[src/rtl/lirs_pkg.sv]
// ----------------------------------------------------------------------------
// lirs_pkg
// Shared types and constants of the LIRS replacement core: entry status
// codes, cell commands, configuration register indexes and defaults.
// ----------------------------------------------------------------------------
package lirs_pkg;

    localparam int STACK_DEPTH_DEF = 32;
    localparam int QUEUE_DEPTH_DEF = 8;
    localparam int KEY_BITS_DEF    = 16;
    localparam int DATA_BITS_DEF   = 32;

    // configuration register widths and reset values
    localparam int STACK_LIMIT_W = 6;
    localparam int HIR_LIMIT_W   = 4;
    localparam int LIR_LIMIT_W   = 5;
    localparam int CFG_ADDR_W    = 2;
    localparam int CFG_DATA_W    = 6;

    localparam logic [STACK_LIMIT_W-1:0] STACK_LIMIT_RST = 6'd32;
    localparam logic [HIR_LIMIT_W-1:0]   HIR_LIMIT_RST   = 4'd4;
    localparam logic [LIR_LIMIT_W-1:0]   LIR_LIMIT_RST   = 5'd16;

    // register indexes
    localparam logic [CFG_ADDR_W-1:0] CFG_STACK_LIMIT = 2'd0;
    localparam logic [CFG_ADDR_W-1:0] CFG_HIR_LIMIT   = 2'd1;
    localparam logic [CFG_ADDR_W-1:0] CFG_LIR_LIMIT   = 2'd2;

    // status of a recency stack entry
    typedef enum logic [1:0] {
        ST_EMPTY  = 2'd0,
        ST_LIR    = 2'd1,
        ST_HIR    = 2'd2,
        ST_NONRES = 2'd3
    } entry_status_t;

    // per-cell command for one cycle
    typedef enum logic [2:0] {
        CELL_HOLD  = 3'd0,
        CELL_PREV  = 3'd1,
        CELL_NEXT  = 3'd2,
        CELL_LOAD  = 3'd3,
        CELL_MARK  = 3'd4,
        CELL_CLEAR = 3'd5
    } cell_cmd_t;

endpackage

[src/rtl/lirs_stack_cell.sv]
// ----------------------------------------------------------------------------
// lirs_stack_cell
// One entry of the recency stack: key, data and status. Each cycle it holds,
// takes its upper or lower neighbor, loads the shared bus, or changes status.
// ----------------------------------------------------------------------------
module lirs_stack_cell #(
    parameter int KEY_BITS  = lirs_pkg::KEY_BITS_DEF,
    parameter int DATA_BITS = lirs_pkg::DATA_BITS_DEF
) (
    input  logic                    aclk,
    input  logic                    aresetn,
    input  lirs_pkg::cell_cmd_t     cmd,
    input  logic [KEY_BITS-1:0]     prev_key,
    input  logic [DATA_BITS-1:0]    prev_data,
    input  lirs_pkg::entry_status_t prev_stat,
    input  logic [KEY_BITS-1:0]     next_key,
    input  logic [DATA_BITS-1:0]    next_data,
    input  lirs_pkg::entry_status_t next_status,
    input  logic [KEY_BITS-1:0]     load_key,
    input  logic [DATA_BITS-1:0]    load_data,
    input  lirs_pkg::entry_status_t load_status,
    output logic [KEY_BITS-1:0]     key,
    output logic [DATA_BITS-1:0]    data,
    output lirs_pkg::entry_status_t status
);

    logic [KEY_BITS-1:0]     key_reg, key_next;
    logic [DATA_BITS-1:0]    data_reg, data_next;
    lirs_pkg::entry_status_t status_reg, status_next;

    // select the new content
    always_comb begin
        key_next    = key_reg;
        data_next   = data_reg;
        status_next = status_reg;
        unique case (cmd)
            lirs_pkg::CELL_PREV: begin
                key_next    = prev_key;
                data_next   = prev_data;
                status_next = prev_stat;
            end
            lirs_pkg::CELL_NEXT: begin
                key_next    = next_key;
                data_next   = next_data;
                status_next = next_status;
            end
            lirs_pkg::CELL_LOAD: begin
                key_next    = load_key;
                data_next   = load_data;
                status_next = load_status;
            end
            lirs_pkg::CELL_MARK:  status_next = load_status;
            lirs_pkg::CELL_CLEAR: status_next = lirs_pkg::ST_EMPTY;
            default: begin
                status_next = status_reg;
            end
        endcase
    end

    always_ff @(posedge aclk) begin
        if (!aresetn) begin
            status_reg <= lirs_pkg::ST_EMPTY;
        end else begin
            status_reg <= status_next;
        end
    end

    always_ff @(posedge aclk) begin
        key_reg  <= key_next;
        data_reg <= data_next;
    end

    assign key    = key_reg;
    assign data   = data_reg;
    assign status = status_reg;

endmodule

[config.mk]
export PLATFORM = sky130hd
export DESIGN_NAME = lirs_stack_cell
export DESIGN_NICKNAME = d
export VERILOG_FILES = /design/src/rtl/lirs_pkg.sv /design/src/rtl/lirs_stack_cell.sv
export SDC_FILE = /design/constraint.sdc
export NUM_CORES = 1
export LEC_CHECK = 0
export ABC_AREA = 1
export BUFFER_PORTS_ARGS = -buffer_cell sky130_fd_sc_hd__buf_2
export CAP_MARGIN = 15
export CORE_MARGIN = 3
export CORE_UTILIZATION = 43
export CTS_BUF_LIST = sky130_fd_sc_hd__clkbuf_4 sky130_fd_sc_hd__clkbuf_8
export DETAILED_ROUTE_END_ITERATION = 10
export GPL_TIMING_DRIVEN = 0
export PLACE_DENSITY_LB_ADDON = 0.3
export SLEW_MARGIN = 20
export SYNTH_ARGS = -nofsm -noshare
export SYNTH_HDL_FRONTEND = slang
export SYNTH_SLANG_ARGS = --single-unit
[constraint.sdc]
create_clock -name aclk -period 3.13 [get_ports aclk]
set_input_delay 0.1565 -clock aclk [delete_from_list [all_inputs] [get_ports aclk]]
set_output_delay 0.1565 -clock aclk [all_outputs]
set_load 0.02 [all_outputs]
==> impl_metrics.tcl <==
set metrics [dict create \
    path_class "input pin to register" \
    place_congestion 0.7993 \
    report.final.setup_viol 0 \
    slew_headroom_pct 62.43 \
    place_ws_ns 1.192 \
    finalCritPeriodShare_pct 50.97 \
    async_flop_share_pct 0 \
    numPortBuffers 204 \
    hp-class "input pin to register" \
    max-cap-violations 0 \
    ctsHoldBuffers 0 \
    die_area_sq_um 6743 \
    area_growth_pct 48.92 \
    arrival_ns 1.60 \
    hold_start "aresetn" \
    synthesis.nets 437 \
    tns_ns 0 \
    dpl.hpwl_um 6167 \
    status "finished, final reports clean" \
    cp.required_ns 3.13 \
    syn-instance-count 282 \
    finalWorstSetupSlack_ns 1.535 \
    holdPathEnd "status[1]" \
    grt_pass1_wl_um 10920 \
    antenna_left 0 \
    rrSetupSlack_ns 2.48 \
    grt.overflow.total 0 \
    hold_viol 0 \
    rsz0062_at_grt "no" \
    vias 2725 \
    initial_core_util_pct 44.96 \
    grt_pass1_vias 2441 \
    ctsResizeCount 0 \
    synth_area_leader_cell "edfxtp_1" \
    synth_ff_type "edfxtp_1" \
    fin_nets 649 \
    grtUsageTotal_pct 21.29 \
    period_needed_ns 1.595 \
    r2r_end "status[0]" \
    netlist_area_sq_um 2491 \
    clock_path_buffers 2 \
    ioPinCount 205 \
    fmax_ghz 0.6268 \
    cts_num_sinks 50 \
    drcViolationCount 0 \
    maxSlewViolCount 0 \
    ys_seq_area_share_pct 59.47 \
    cts_tree "built" \
    powerDensity_nw_per_um2 435.5 \
    post_drt_wl_per_cell_um 13.46 \
    die_w_um 82.12 \
    fill_cells 450 \
    grt_max_degree 27 \
    antenna_found_initial 0 \
    cts_setup_buffers 0 \
    h-tree-depth 2 \
    ff2ff_path_depth 2 \
    worst_pin_slew_ns 0.5616 \
    cts_buffers 5 \
    hold_depth 3 \
    synth_cell_types 15 \
    seqCellArea_sq_um 1481 \
    rows 27 \
    synth.avg_cell_area_sq_um 8.834 \
    report.power.total_uw 1616 \
    largest_reg_flops 32 \
    p_leak_uw 0.001894 \
    cts-root-buf "clkbuf_8" \
    end_kind "register" \
    clk_latency_ns 0.29 \
    synthTopCellsByArea "edfxtp_1, nand2_1, nand3_1, a22oi_1, dfxtp_1" \
    fin_skew_ns 0 \
    r2r-start "status[0]" \
    drt_iter0_markers 87 \
    synth_seq_cells 50 \
    drive_gt1_share_pct 46.46 \
    path_clk_slew_ns 0.09 \
    n_antenna_cell 0 \
    wl_um 7631 \
    peakVddDrop_uv 198.7 \
    synth_enable_flop_cells 48 \
    core_sq_um 5540 \
    die_h_um 82.12 \
    synth_top_area_share_pct 57.86 \
    synth.most_common_cell "nand2_1" \
    setup.worst_path.start_class "input pin" \
    drt_first_pass_iters 4 \
    via_per_inst 4.806 \
    whs_ns 0.1147 \
    synth.cells.most_frequent "nand2_1, edfxtp_1, nand3_1" \
    yosys_warnings 0 \
    critPathMaxFanout 26 \
    multi_input_area_sq_um 898.4 \
]
-- cells by family after synthesis --
family / share of synthesized area (%)
buffers and inverters: 4.570
AOI/OAI and AO/OA: 2.411
DFF: 59.47
and+or+nand+nor: 33.55
-- worst max path at each step --
| stage | from | cells past startpoint | slack (ns) | to |
|---|---|---|---|---|
| floorplan | cmd[2] | 5 | 1.04 | data[0] |
| global placement | cmd[2] | 6 | 0.35 | key[6] |
| detailed placement | cmd[2] | 7 | 1.19 | key[6] |
| CTS | cmd[2] | 7 | 1.50 | data[14] |
| global route | cmd[2] | 7 | 1.41 | key[2] |
| finish | cmd[2] | 7 | 1.53 | data[14] |
-- stage by stage --
| stage | utilization [%] | instance area (sq um) | instances |
|---|---|---|---|
| after floorplan | - | 2491 | 282 |
| after global placement | 65.02 | 3602 | 558 |
| after detailed placement | 65.42 | 3625 | 559 |
| after CTS | 66.96 | 3710 | 567 |
| after global routing | 66.96 | 3710 | 567 |
| final | 66.96 | 3710 | 567 |
-- critical path: stages --
cell     delay (ns)
buf_2          0.12
inv_2          0.09
nand2_1        0.14
buf_2          0.23
buf_6          0.16
nand2_2        0.42
buf_12         0.26
-- where the power goes --
part | internal, uW | switching [uW]
logic | 165 | 247
clock network | 163 | 198
registers | 826 | 17.4
-- per-layer routing --
metal  wire length, um  global-route usage, %  vias to the layer above
met1              2783                  23.39                     1221
met4               145                  6.645                        0
met5                 0                      0                        -
met3               620                  4.664                       14
li1                  -                      -                     1366
met2              4081                  40.47                      124
-- layout make-up --
cell class                      count  area share, %
Inverter                            5         0.5059
Tap cell                           72          2.428
Buffer                             15          2.563
Multi-Input combinational cell    212          24.22
Timing Repair Buffer              205          28.06
Sequential cell                    50          39.93
Clock buffer                        6          2.057
Clock inverter                      2         0.2361
-- layout by cell type, fill, tap and decap left out --
| master | n |
|---|---|
| a22oi_1 | 6 |
| buf_12 | 1 |
| buf_2 | 211 |
| buf_4 | 2 |
| buf_6 | 3 |
| clkbuf_1 | 3 |
| clkbuf_4 | 1 |
| clkbuf_8 | 5 |
| clkinv_1 | 1 |
| clkinv_2 | 1 |
| dfxtp_1 | 2 |
| edfxtp_1 | 48 |
| inv_1 | 2 |
| inv_2 | 3 |
| nand2_1 | 149 |
| nand2_2 | 1 |
| nand3_1 | 45 |
| nand3_2 | 2 |
| nand4_1 | 2 |
| nor2_1 | 4 |
| o21ai_0 | 3 |
Power figures use the tool's default switching activity.
