**config.mk**
```make
export PLATFORM = sky130hd
export DESIGN_NAME = lirs_queue_cell
export DESIGN_NICKNAME = d
export VERILOG_FILES = /design/src/rtl/lirs_pkg.sv /design/src/rtl/lirs_queue_cell.sv
export SDC_FILE = /design/constraint.sdc
export NUM_CORES = 1
export LEC_CHECK = 0
export ABC_AREA = 1
export BUFFER_PORTS_ARGS = -buffer_cell sky130_fd_sc_hd__clkbuf_2
export CAP_MARGIN = 0
export CORE_ASPECT_RATIO = 0.6
export CORE_MARGIN = 4
export CORE_UTILIZATION = 45
export DETAILED_ROUTE_END_ITERATION = 10
export PLACE_DENSITY = 0.85
export SLEW_MARGIN = 20
export SYNTH_ARGS = -nofsm -noshare
export SYNTH_HDL_FRONTEND = slang
export SYNTH_SLANG_ARGS = --single-unit
```
**constraint.sdc**
```tcl
create_clock -name aclk -period 6.8 [get_ports aclk]
set_clock_uncertainty 0.2 [all_clocks]
set_input_delay 1.02 -clock aclk [delete_from_list [all_inputs] [get_ports aclk]]
set_output_delay 1.02 -clock aclk [all_outputs]
set_load 0.01 [all_outputs]
```
**src/rtl/lirs_pkg.sv**
```systemverilog
// ----------------------------------------------------------------------------
// lirs_pkg
// Shared types and constants of the LIRS replacement core: entry status
// codes, cell commands, configuration register indexes and defaults.
// ----------------------------------------------------------------------------
package lirs_pkg;

    localparam int STACK_DEPTH_DEF = 32;
    localparam int QUEUE_DEPTH_DEF = 8;
    localparam int KEY_BITS_DEF    = 16;
    localparam int DATA_BITS_DEF   = 32;

    // configuration register widths and reset values
    localparam int STACK_LIMIT_W = 6;
    localparam int HIR_LIMIT_W   = 4;
    localparam int LIR_LIMIT_W   = 5;
    localparam int CFG_ADDR_W    = 2;
    localparam int CFG_DATA_W    = 6;

    localparam logic [STACK_LIMIT_W-1:0] STACK_LIMIT_RST = 6'd32;
    localparam logic [HIR_LIMIT_W-1:0]   HIR_LIMIT_RST   = 4'd4;
    localparam logic [LIR_LIMIT_W-1:0]   LIR_LIMIT_RST   = 5'd16;

    // register indexes
    localparam logic [CFG_ADDR_W-1:0] CFG_STACK_LIMIT = 2'd0;
    localparam logic [CFG_ADDR_W-1:0] CFG_HIR_LIMIT   = 2'd1;
    localparam logic [CFG_ADDR_W-1:0] CFG_LIR_LIMIT   = 2'd2;

    // status of a recency stack entry
    typedef enum logic [1:0] {
        ST_EMPTY  = 2'd0,
        ST_LIR    = 2'd1,
        ST_HIR    = 2'd2,
        ST_NONRES = 2'd3
    } entry_status_t;

    // per-cell command for one cycle
    typedef enum logic [2:0] {
        CELL_HOLD  = 3'd0,
        CELL_PREV  = 3'd1,
        CELL_NEXT  = 3'd2,
        CELL_LOAD  = 3'd3,
        CELL_MARK  = 3'd4,
        CELL_CLEAR = 3'd5
    } cell_cmd_t;

endpackage

```
**src/rtl/lirs_queue_cell.sv**
```systemverilog
// ----------------------------------------------------------------------------
// lirs_queue_cell
// One slot of the resident HIR queue: key and data. Each cycle it holds,
// takes the slot behind it (queue moves toward the head), or loads the bus.
// ----------------------------------------------------------------------------
module lirs_queue_cell #(
    parameter int KEY_BITS  = lirs_pkg::KEY_BITS_DEF,
    parameter int DATA_BITS = lirs_pkg::DATA_BITS_DEF
) (
    input  logic                 aclk,
    input  lirs_pkg::cell_cmd_t  cmd,
    input  logic [KEY_BITS-1:0]  next_key,
    input  logic [DATA_BITS-1:0] next_data,
    input  logic [KEY_BITS-1:0]  load_key,
    input  logic [DATA_BITS-1:0] load_data,
    output logic [KEY_BITS-1:0]  key,
    output logic [DATA_BITS-1:0] data
);

    logic [KEY_BITS-1:0]  key_reg, key_next;
    logic [DATA_BITS-1:0] data_reg, data_next;

    always_comb begin
        key_next  = key_reg;
        data_next = data_reg;
        unique case (cmd)
            lirs_pkg::CELL_NEXT: begin
                key_next  = next_key;
                data_next = next_data;
            end
            lirs_pkg::CELL_LOAD: begin
                key_next  = load_key;
                data_next = load_data;
            end
            default: begin
                key_next = key_reg;
            end
        endcase
    end

    always_ff @(posedge aclk) begin
        key_reg  <= key_next;
        data_reg <= data_next;
    end

    assign key  = key_reg;
    assign data = data_reg;

endmodule

```
==> results of run 1 <==
metrics by stage:
step	power (mW)	utilization (%)
after floorplan	0.414	-
after global placement	0.466	63.5
after detailed placement	0.469	63.5
after CTS	0.628	65.3
after global routing	0.655	65.3
final	0.622	65.3
critical path, stage by stage:
cell	delay, ns
clkbuf_2	0.72
nand3_2	0.98
nand2_1	0.30
nand2_1	0.08
per-layer routing:
metal | vias to the layer above | wire length [um] | share of wire (%)
met5 | - | 0 | 0
met4 | 0 | 47 | 0.79
met3 | 4 | 719 | 12
met2 | 120 | 2890 | 49
met1 | 971 | 2250 | 38
li1 | 1043 | - | -
synthesized netlist by cell type:
cell	instances	share of area, %
buf_2	11	2.5
buf_4	2	0.68
clkbuf_1	8	1.4
edfxtp_1	48	65
inv_1	2	0.34
nand2_1	96	16
nand3_2	1	0.45
nand4_1	48	14
nor2_1	1	0.17
power groups by stage:
stage,Sequential [mW],Clock [mW],Combinational (mW)
after CTS,0.358,0.165,0.105
after global routing,0.360,0.179,0.116
after detailed placement,0.364,0,0.105
final,0.357,0.161,0.104
after global placement,0.363,0,0.103
after floorplan,0.376,0,0.0375
worst min-delay path by stage:
| stage | from | endpoint | slack, ns |
|---|---|---|---|
| 2_1_floorplan | next_data[0] | data[0] | 1.0 |
| 3_3_place_gp | next_data[31] | data[31] | 1.08 |
| 3_5_place_dp | next_data[8] | data[8] | 1.09 |
| 4_1_cts | next_data[8] | data[8] | 0.78 |
| 5_1_grt | next_data[31] | data[31] | 0.78 |
| 6_report | next_data[8] | data[8] | 0.78 |
cells by family (layout without fill, tap and decap cells):
family / Yosys count / count (layout) / share of synthesized area, %
buffers and inverters: 23 / 159 / 4.84
DFF: 48 / 48 / 64.8
and+or+nand+nor: 146 / 146 / 30.3
final cells by class:
class,instances,area (sq um)
fillers,421,1620
flip-flops and latches,48,1440
repair buffers,149,751
multi-input cells,146,682
well taps,63,78.8
clock buffers,5,68.8
clock inverters,3,13.8
inverters,2,7.51
==> impl_metrics.py, run 1 <==
metrics = {
    "power": {
        "pwr-share-comb_pct": 16.7,
        "p_leak_nw": 1.53,
        "switchingPower_mw": 0.156,
        "intPower_mw": 0.466,
        "p_sw_share_pct": 25.2,
        "power_frac_seq_pct": 57.4,
        "irDropWorstVdd_mv": 0.141,
        "p_per_area_nw_per_um2": 204,
        "clkPwrFrac_pct": 25.9,
    },
    "routing": {
        "wl_um": 5910,
        "drt_iter0_markers": 120,
        "antenna_left": 0,
        "dr_total_vias": 2138,
        "avgViaCountPerCell": 5.14,
        "wire_per_inst_um": 14.2,
        "dr.pass1.iters": 4,
        "drc": 0,
    },
    "global_route": {
        "met2_usage_pct": 32.1,
        "grt_use_total_pct": 18.8,
        "grt_first_pass_wirelength_um": 9330,
        "overflow": 0,
        "grt_pass1_vias": 2004,
        "grt_util_met3_pct": 7.02,
        "use_met1_pct": 22.4,
        "grt_busiest_layer": "met2",
        "antenna_found_initial": 0,
        "grt_max_degree": 51,
    },
    "sta": {
        "whs_ns": 0.784,
        "setup_viol": 0,
        "max_slew_margin_pct": 34.4,
        "hold_viol_final": 0,
        "worstMarginPinSlew_ns": 0.983,
        "finalMaxSlewViolations": 0,
        "grt_setup_unrepaired": "no",
        "finalWorstSetupSlack_ns": 3.51,
        "fin_setup_tns_ns": 0,
        "layout_min_cycle_time_ns": 3.29,
        "clock.fmax_mhz": 304,
        "fin_crit_sh_pct": 48.4,
    },
    "clock_tree": {
        "cts_resized": 0,
        "htreeDepth": 2,
        "clockBufferDepth": 2,
        "postCtsSetupBuffers": 0,
        "cts-root-buf": "clkbuf_8",
        "cts-buffers-inserted": 5,
        "cts.sinks": 48,
        "cts_tree": "built",
        "ctsHoldBuffers": 0,
        "path_clk_slew_ns": 0.09,
    },
    "placement": {
        "port_buffers": 147,
        "placed_area_sq_um": 2960,
        "dp_slack_ns": 3.23,
        "dp_hpwl_um": 4320,
        "placed_cells": 408,
        "gp_congestion": 0.765,
    },
    "critical_path": {
        "end_kind": "register",
        "worstSetupEndpoint": "data[20]",
        "cp_data_arrival_time_ns": 3.13,
        "required_ns": 6.64,
        "start_kind": "primary input",
        "worstSetupPathType": "primary input to register",
        "critical_path_peak_fanout": 50,
        "critPathLaunch": "cmd[1]",
    },
    "floorplanning": {
        "dieArea_sq_um": 6170,
        "coreArea_sq_um": 4660,
        "die_width_um": 98.7,
        "pin_count": 148,
        "die_y_um": 62.4,
        "initial_core_util_pct": 47.7,
        "num_rows": 19,
    },
    "hold_path": {
        "min_path_cells": 3,
        "hp-class": "primary input to register",
    },
    "logic_synthesis": {
        "avgSynthCellArea_sq_um": 10.2,
        "synth_seq_cells": 48,
        "yosysWarnings": 0,
        "yosysUniqueCellTypes": 9,
        "synthCells": 217,
        "syn_nets": 317,
        "seq_area_frac_synth_pct": 64.8,
        "synth_area_sq_um": 2220,
    },
    "flow_run": {
        "drv_cap": 0,
    },
    "final_layout": {
        "final_area_sq_um": 3040,
        "antenna_cells": 0,
        "layout_common_cells": "147 x clkbuf_2, 96 x nand2_1, 48 x nand4_1, 48 x edfxtp_1, 5 x clkbuf_8",
        "layoutNonFillerInstCount": 416,
        "final_common_cell": "clkbuf_2",
        "syn2layout_area_growth_pct": 36.9,
        "largest_reg_flops": 32,
        "final_net_count": 452,
        "drive_above_1_share_pct": 44.8,
    },
    "outcome": {
        "status": "finished, final reports clean",
    },
}
Power figures use the tool's default switching activity.
==> run 2: changes to the inputs <==
Settings changed: CORE_UTILIZATION 45 to 42, PLACE_DENSITY 0.85 to 0.8.
Clock period 6.8 ns to 3.3 ns, I/O delays scaled along.
==> impl_metrics.py, run 2 (synthesized netlist as in run 1, its figures left out) <==
metrics = {
    "hold_path": {
        "min_from": "next_data[6]",
        "hp-class": "primary input to register",
    },
    "global_route": {
        "grt_first_pass_wirelength_um": 8780,
        "antenna_found_initial": 0,
        "met2_usage_pct": 28.5,
        "grt_busiest_layer": "met2",
        "use_met1_pct": 22.4,
        "grt_use_total_pct": 17.2,
        "grt_util_met3_pct": 5.02,
        "grt_max_degree": 49,
        "overflow": 0,
        "grt_pass1_vias": 1874,
    },
    "floorplanning": {
        "coreArea_sq_um": 5080,
        "initial_core_util_pct": 43.8,
        "die_width_um": 102,
        "pin_count": 148,
        "die_y_um": 64.4,
        "num_rows": 20,
        "dieArea_sq_um": 6560,
    },
    "critical_path": {
        "required_ns": 3.14,
        "cp.buffers_inverters": 2,
        "worstSetupPathType": "primary input to register",
        "critPathTopFamily": "buffers and inverters",
        "start_kind": "primary input",
        "critPathLaunch": "cmd[1]",
        "critPathMaxStageDelay_ns": 0.34,
        "end_kind": "register",
        "crit_path_top_delay_cell": "nand3_2",
        "critPathMostFrequentCell": "nand2_1",
        "cp_data_arrival_time_ns": 1.59,
        "crit_chain": "clkbuf_2 > nand3_2 > buf_4 > nand2_1 > nand2_1",
        "critical_path_peak_fanout": 21,
    },
    "clock_tree": {
        "cts.sinks": 48,
        "clockBufferDepth": 2,
        "postCtsSetupBuffers": 0,
        "cts-buffers-inserted": 5,
        "cts_resized": 0,
        "cts-root-buf": "clkbuf_8",
        "cts_tree": "built",
        "path_clk_slew_ns": 0.08,
        "htreeDepth": 2,
        "ctsHoldBuffers": 0,
    },
    "sta": {
        "max_slew_margin_pct": 68.6,
        "setup_viol": 0,
        "grt_setup_unrepaired": "no",
        "fin_setup_tns_ns": 0,
        "layout_min_cycle_time_ns": 1.74,
        "hold_viol_final": 0,
        "fin_crit_sh_pct": 52.8,
        "finalMaxSlewViolations": 0,
        "worstMarginPinSlew_ns": 0.471,
        "clock.fmax_mhz": 574,
    },
    "final_layout": {
        "nFillCells": 428,
        "syn2layout_area_growth_pct": 40.0,
        "largest_reg_flops": 32,
        "layout_common_cells": "147 x clkbuf_2, 96 x nand2_1, 48 x nand4_1, 48 x edfxtp_1",
        "antenna_cells": 0,
        "drive_above_1_share_pct": 45.1,
        "layoutNonFillerInstCount": 423,
        "final_net_count": 456,
        "final_area_sq_um": 3110,
        "final_common_cell": "clkbuf_2",
    },
    "routing": {
        "dr.pass1.iters": 4,
        "wire_per_inst_um": 14.2,
        "drc": 0,
        "antenna_left": 0,
        "wl_um": 6010,
        "avgViaCountPerCell": 5.05,
        "drt_iter0_markers": 97,
        "dr_total_vias": 2137,
    },
    "placement": {
        "dp_hpwl_um": 4520,
        "placed_cells": 415,
        "port_buffers": 147,
        "placed_area_sq_um": 3010,
        "gp_congestion": 0.817,
    },
    "outcome": {
        "status": "finished, final reports clean",
    },
    "power": {
        "irDropWorstVdd_mv": 0.197,
        "p_leak_nw": 1.56,
        "p_per_area_nw_per_um2": 436,
    },
    "flow_run": {
        "drv_cap": 0,
    },
}
[run 2: report_power, final]
group / leakage, nW / switching [mW] / internal, mW
registers: 0.447 / 0.0126 / 0.724
clock network: 0.0532 / 0.181 / 0.221
logic: 1.06 / 0.125 / 0.0951
[run 2: worst min-delay path, cell delays in order]
cell	delay, ns
clkbuf_2	0.07
nand2_1	0.04
nand2_1	0.04
[run 2: area by class of cell]
cell class	count	area (sq um)	share of cell area [%]
Timing Repair Buffer	153	793	25.5
Tap cell	66	82.6	2.65
Clock inverter	3	37.5	1.21
Clock buffer	5	68.8	2.21
Sequential cell	48	1440	46.3
Multi-Input combinational cell	146	682	21.9
Inverter	2	7.51	0.241
[run 2: worst paths after layout]
kind                      end  slack, ns  cells after the start
worst max-delay path   key[6]       1.56                      5
worst min-delay path  data[6]       0.27                      3
[run 2: per-stage QoR]
stage | setup WS (ns) | util, % | total power, mW | hold slack [ns]
after floorplan | 0.583 | - | 0.852 | 0.474
after global placement | 1.31 | 59.2 | 0.967 | 0.563
after detailed placement | 1.26 | 59.2 | 0.973 | 0.566
after CTS | 1.58 | 61.3 | 1.37 | 0.258
after global routing | 1.50 | 61.3 | 1.42 | 0.267
final | 1.56 | 61.3 | 1.36 | 0.267
[run 2: routing by layer]
layer | vias to the layer above | routed length (um)
li1 | 1053 | -
met2 | 111 | 2800
met3 | 6 | 680
met1 | 967 | 2480
met4 | 0 | 50
met5 | - | 0
